### src/rtl/rspg_div.sv
// ----------------------------------------------------------------------------
// rspg_div
// Pipelined restoring divider, one quotient bit per stage, with sideband.
// ----------------------------------------------------------------------------
module rspg_div #(
   parameter int NUM_W  = 32,
   parameter int DEN_W  = 13,
   parameter int SIDE_W = 1
) (
   input  logic              clock,
   input  logic              reset,
   input  logic              in_valid,
   input  logic [NUM_W-1:0]  in_num,
   input  logic [DEN_W-1:0]  in_den,
   input  logic [SIDE_W-1:0] in_side,
   output logic              out_valid,
   output logic [NUM_W-1:0]  out_quot,
   output logic [DEN_W-1:0]  out_rem,
   output logic [SIDE_W-1:0] out_side
);

   logic              vld_ff  [NUM_W];
   logic [NUM_W-1:0]  work_ff [NUM_W];
   logic [DEN_W-1:0]  rem_ff  [NUM_W];
   logic [DEN_W-1:0]  den_ff  [NUM_W];
   logic [SIDE_W-1:0] side_ff [NUM_W];

   for (genvar s = 0; s < NUM_W; s++) begin : g_stage
      logic              vld_i;
      logic [NUM_W-1:0]  work_i;
      logic [DEN_W-1:0]  rem_i;
      logic [DEN_W-1:0]  den_i;
      logic [SIDE_W-1:0] side_i;
      logic [DEN_W:0]    trial;
      logic [DEN_W:0]    diff;
      logic              ge;
      logic [DEN_W-1:0]  rem_in;
      logic [NUM_W-1:0]  work_in;

      if (s == 0) begin : g_first
         assign vld_i  = in_valid;
         assign work_i = in_num;
         assign rem_i  = '0;
         assign den_i  = in_den;
         assign side_i = in_side;
      end else begin : g_next
         assign vld_i  = vld_ff[s-1];
         assign work_i = work_ff[s-1];
         assign rem_i  = rem_ff[s-1];
         assign den_i  = den_ff[s-1];
         assign side_i = side_ff[s-1];
      end

      // shift in the next numerator bit, subtract when it fits
      assign trial   = {rem_i, work_i[NUM_W-1]};
      assign diff    = trial - {1'b0, den_i};
      assign ge      = trial >= {1'b0, den_i};
      assign rem_in  = ge ? diff[DEN_W-1:0] : trial[DEN_W-1:0];
      assign work_in = {work_i[NUM_W-2:0], ge};

      always_ff @(posedge clock) begin
         if (reset) begin
            vld_ff[s] <= 1'b0;
         end else begin
            vld_ff[s] <= vld_i;
         end
         work_ff[s] <= work_in;
         rem_ff[s]  <= rem_in;
         den_ff[s]  <= den_i;
         side_ff[s] <= side_i;
      end
   end

   assign out_valid = vld_ff[NUM_W-1];
   assign out_quot  = work_ff[NUM_W-1];
   assign out_rem   = rem_ff[NUM_W-1];
   assign out_side  = side_ff[NUM_W-1];

endmodule

### config.mk
export PLATFORM = sky130hd
export DESIGN_NAME = rspg_div
export DESIGN_NICKNAME = d
export VERILOG_FILES = /design/src/rtl/rspg_div.sv
export SDC_FILE = /design/constraint.sdc
export NUM_CORES = 2
export LEC_CHECK = 0
export BUFFER_PORTS_ARGS = -buffer_cell sky130_fd_sc_hd__buf_2
export CORE_MARGIN = 2
export CORE_UTILIZATION = 33
export CTS_BUF_LIST = sky130_fd_sc_hd__clkbuf_8 sky130_fd_sc_hd__clkbuf_16
export CTS_CLUSTER_SIZE = 8
export DETAILED_ROUTE_END_ITERATION = 8
export PLACE_DENSITY = 0.49
export SETUP_SLACK_MARGIN = 0.5
export SLEW_MARGIN = 20
export SYNTH_ARGS = -nofsm -noshare
export SYNTH_HDL_FRONTEND = slang
export SYNTH_SLANG_ARGS = --single-unit
### constraint.sdc
create_clock -name clock -period 3.4 [get_ports clock]
set_input_delay 0.17 -clock clock [delete_from_list [all_inputs] [get_ports clock]]
set_output_delay 0.17 -clock clock [all_outputs]
set_load 0.1 [all_outputs]
==> metrics.txt <==
worst stage delay on the critical path ~400 ps; layout cells sized above 1 12.3%; Max Clock Skew roughly 67 ps; fin crit share 82.1%; placed cell area approximately 66000 µm²; vias in the first global route 38500; Final Cell Area 74800 µm²; gr ovfl total 0; H-tree levels 5; Final #Nets roughly 6400; Port Buffers 95; Top Usage Layer GRT met2; TritonCTS Sinks about 1900; Worst Path Required 4120 ps; status complete, no violations; Clock Tree Buf Depth 4; CP max-delay cell fa_1; M1 GR Usage roughly 14%; post-detail-place hpwl 79600 µm; n_diodes 0; Worst Path Max Fanout 3; post-synthesis sequential area ratio 61.6%; Yosys top cell by area dfxtp_1; Die H 437 µm; total number of vias 37100; Mapped Area a little over 60000 µm²; setup TNS 0 ps; die width 437 µm; TritonCTS Buffers 290; setup violators final 0; top cell type's share of synthesized area approximately three fifths; clk slew on worst S/H paths about 50 ps; Core Region between 150000 and 200000 µm²; total I/O pin count 96; post-synth cell types 73; Std-Cell Rows 159; max-cap viol count 0; Worst Setup End Kind register; critical path type register to register; number of synthesized flops with an enable pin 0; met2 track demand over resource 21.1%; CP top delay family compound AO/OA/AOI/OAI gates; Syn Area/Cell 11.4 µm²; Post-synth top cells 1907 x dfxtp_1, 540 x inv_1, 405 x ha_1, 329 x nand2_1, 307 x o21ai_0; slew margin rel. 60.0%; Worst VDD drop 0.634 mV; RSZ-0062 raised after global routing false; final-report max-slew violation count 0; routability congestion estimate 0.808; final wirelength 114000 µm; Fillers 18000; CTS tree done; Tot Pwr 75100 µW; min Tclk post-route 2790 ps; pwr dens 1010 nW/µm²; mean number of vias per cell approximately 4.4; Worst Hold Class primary input to register; Overall Global Routing Usage 12.0%; Buf/Inv on CP 3; Cells after Synth between 5000 and 6000; largest net degree at the start of global routing 33; Area contributors post-synth dfxtp_1 62%, ha_1 8.2%, inv_1 3.3%; TritonRoute pass-1 iters 5; clock root cell clkbuf_16; Max Clk Rate 0.358 GHz; most frequent cell after synthesis dfxtp_1; antenna violations before repair 0; Startpoint Class register; most used flip-flop cell after synthesis dfxtp_1; Worst Path Arrival 3510 ps; R2R setup slack 610 ps; fraction of registers with async set/reset 0%; Final Hold Fails 0; ANT nets after route 0; met3 Resource Use GR 3.13%; area delta synth->final 20.7%; static leakage 0.0337 µW; DRC errors left 0; cell repeated most along the worst path inv_1; Iter 0 DRT Violations 1336; Initial Utilization 33.1%; post-DR wirelength/cell about 14 µm; Ys Warns 0; die area 191000 µm²; worst skew pair latency 900 ps; first-pass GRT wire length ~190000 µm; Synthesized Nets 5914; critical path cell sequence inv_1 -> ha_1 -> inv_1 -> fa_1 -> a21o_1 -> a21oi_1 -> o211ai_1 -> a221oi_2 -> buf_4 -> o21ai_0 -> xor2_1 -> mux2_2; number of synthesized register bits approximately 1900; worst-margin pin slew 599 ps
==> worst min-delay path, stage by stage <==
cell and delay (ps):
dlygate4sd3_1 520, buf_2 90, inv_1 40, o21ai_0 150
==> state kept, by name (all words and copies together) (netlist names) <==
name and count:
work_ff 1024, side_ff 32, den_ff 403, vld_ff 32
rem_ff 416
==> area by class of cell <==
type                            count  area [µm²]  share of cell area [%]
Sequential cell                  1907       38200                    51.1
Tap cell                         2495        3120                    4.18
Clock buffer                      300        7500                    10.0
Inverter                          540        2030                    2.71
Clock inverter                     16         145                   0.194
Multi-Input combinational cell   2910       21800                    29.1
Timing Repair Buffer              262        2020                    2.70
==> metal layers <==
metal	vias up	part of all wire (%)
met1	17200	43
met5	-	0
li1	19100	-
met2	585	49
met4	0	3.3
met3	285	4.4
==> report_power, final <==
part | internal, µW | leakage [µW] | total (µW) | switching, µW
sequential | 26900 | 0.0159 | 29000 | 2030
clock | 15400 | 0.00379 | 24300 | 8910
combinational | 9720 | 0.0139 | 21900 | 12200
total | 52000 | 0.0337 | 75100 | 23100
==> per-stage QoR <==
stage	utilization (%)	instances	hold WS (ps)	worst slack [ps]
final	39.9	8430	109	610
after floorplan	-	5429	198	661
after global routing	39.9	8430	141	478
after global placement	35.0	7978	273	315
after CTS	39.7	8399	20.2	503
after detailed placement	35.0	7978	274	275
==> logic make-up after synthesis <==
kind of cell | synth area share (%)
compound gates | 10.4
xor+xnor | 4.13
fa+ha+maj | 9.18
buf+inv | 3.78
flops | 61.6
mux | 3.52
simple gates | 7.39
==> path summary, 6_finish.rpt <==
path | from | endpoint | cells after the start
max | work_ff[0][511] | rem_ff[1][12] | 12
min | in_num[31] | rem_ff[0][0] | 4
max reg2reg | work_ff[0][511] | rem_ff[1][12] | 12
min reg2reg | work_ff[1][69] | work_ff[1][102] | 0
==> layout by cell type (no fill, tap or decap), types with 30 or more instances in the layout <==
cell type,netlist,layout
dfxtp_1,1907,1907
inv_1,540,549
ha_1,405,405
nand2_1,329,324
clkbuf_16,0,299
o21ai_0,307,289
a21oi_1,262,250
nor2_1,226,226
mux2_2,165,165
xnor2_1,151,151
a21o_1,142,141
xor2_1,141,141
buf_2,19,96
dlygate4sd3_1,0,95
nor3_1,78,78
nor2b_1,74,74
nand2b_1,73,73
buf_4,3,62
nand3_1,54,54
nand4_1,47,47
o21a_1,44,44
o21bai_1,39,39
mux2i_1,31,31
a31oi_1,32,31
fa_1,31,30
==> timing repair <==
action                                  4_1_cts  5_1_grt
endpoints found under the hold margin        91        0
endpoints found under the setup margin      168      281
cloned                                        0        3
setup buffers                                10       28
pin swaps                                     8       22
resized for setup                            21       59
hold buffers                                 95        0
No activity file was read; power rests on OpenSTA's default activity.
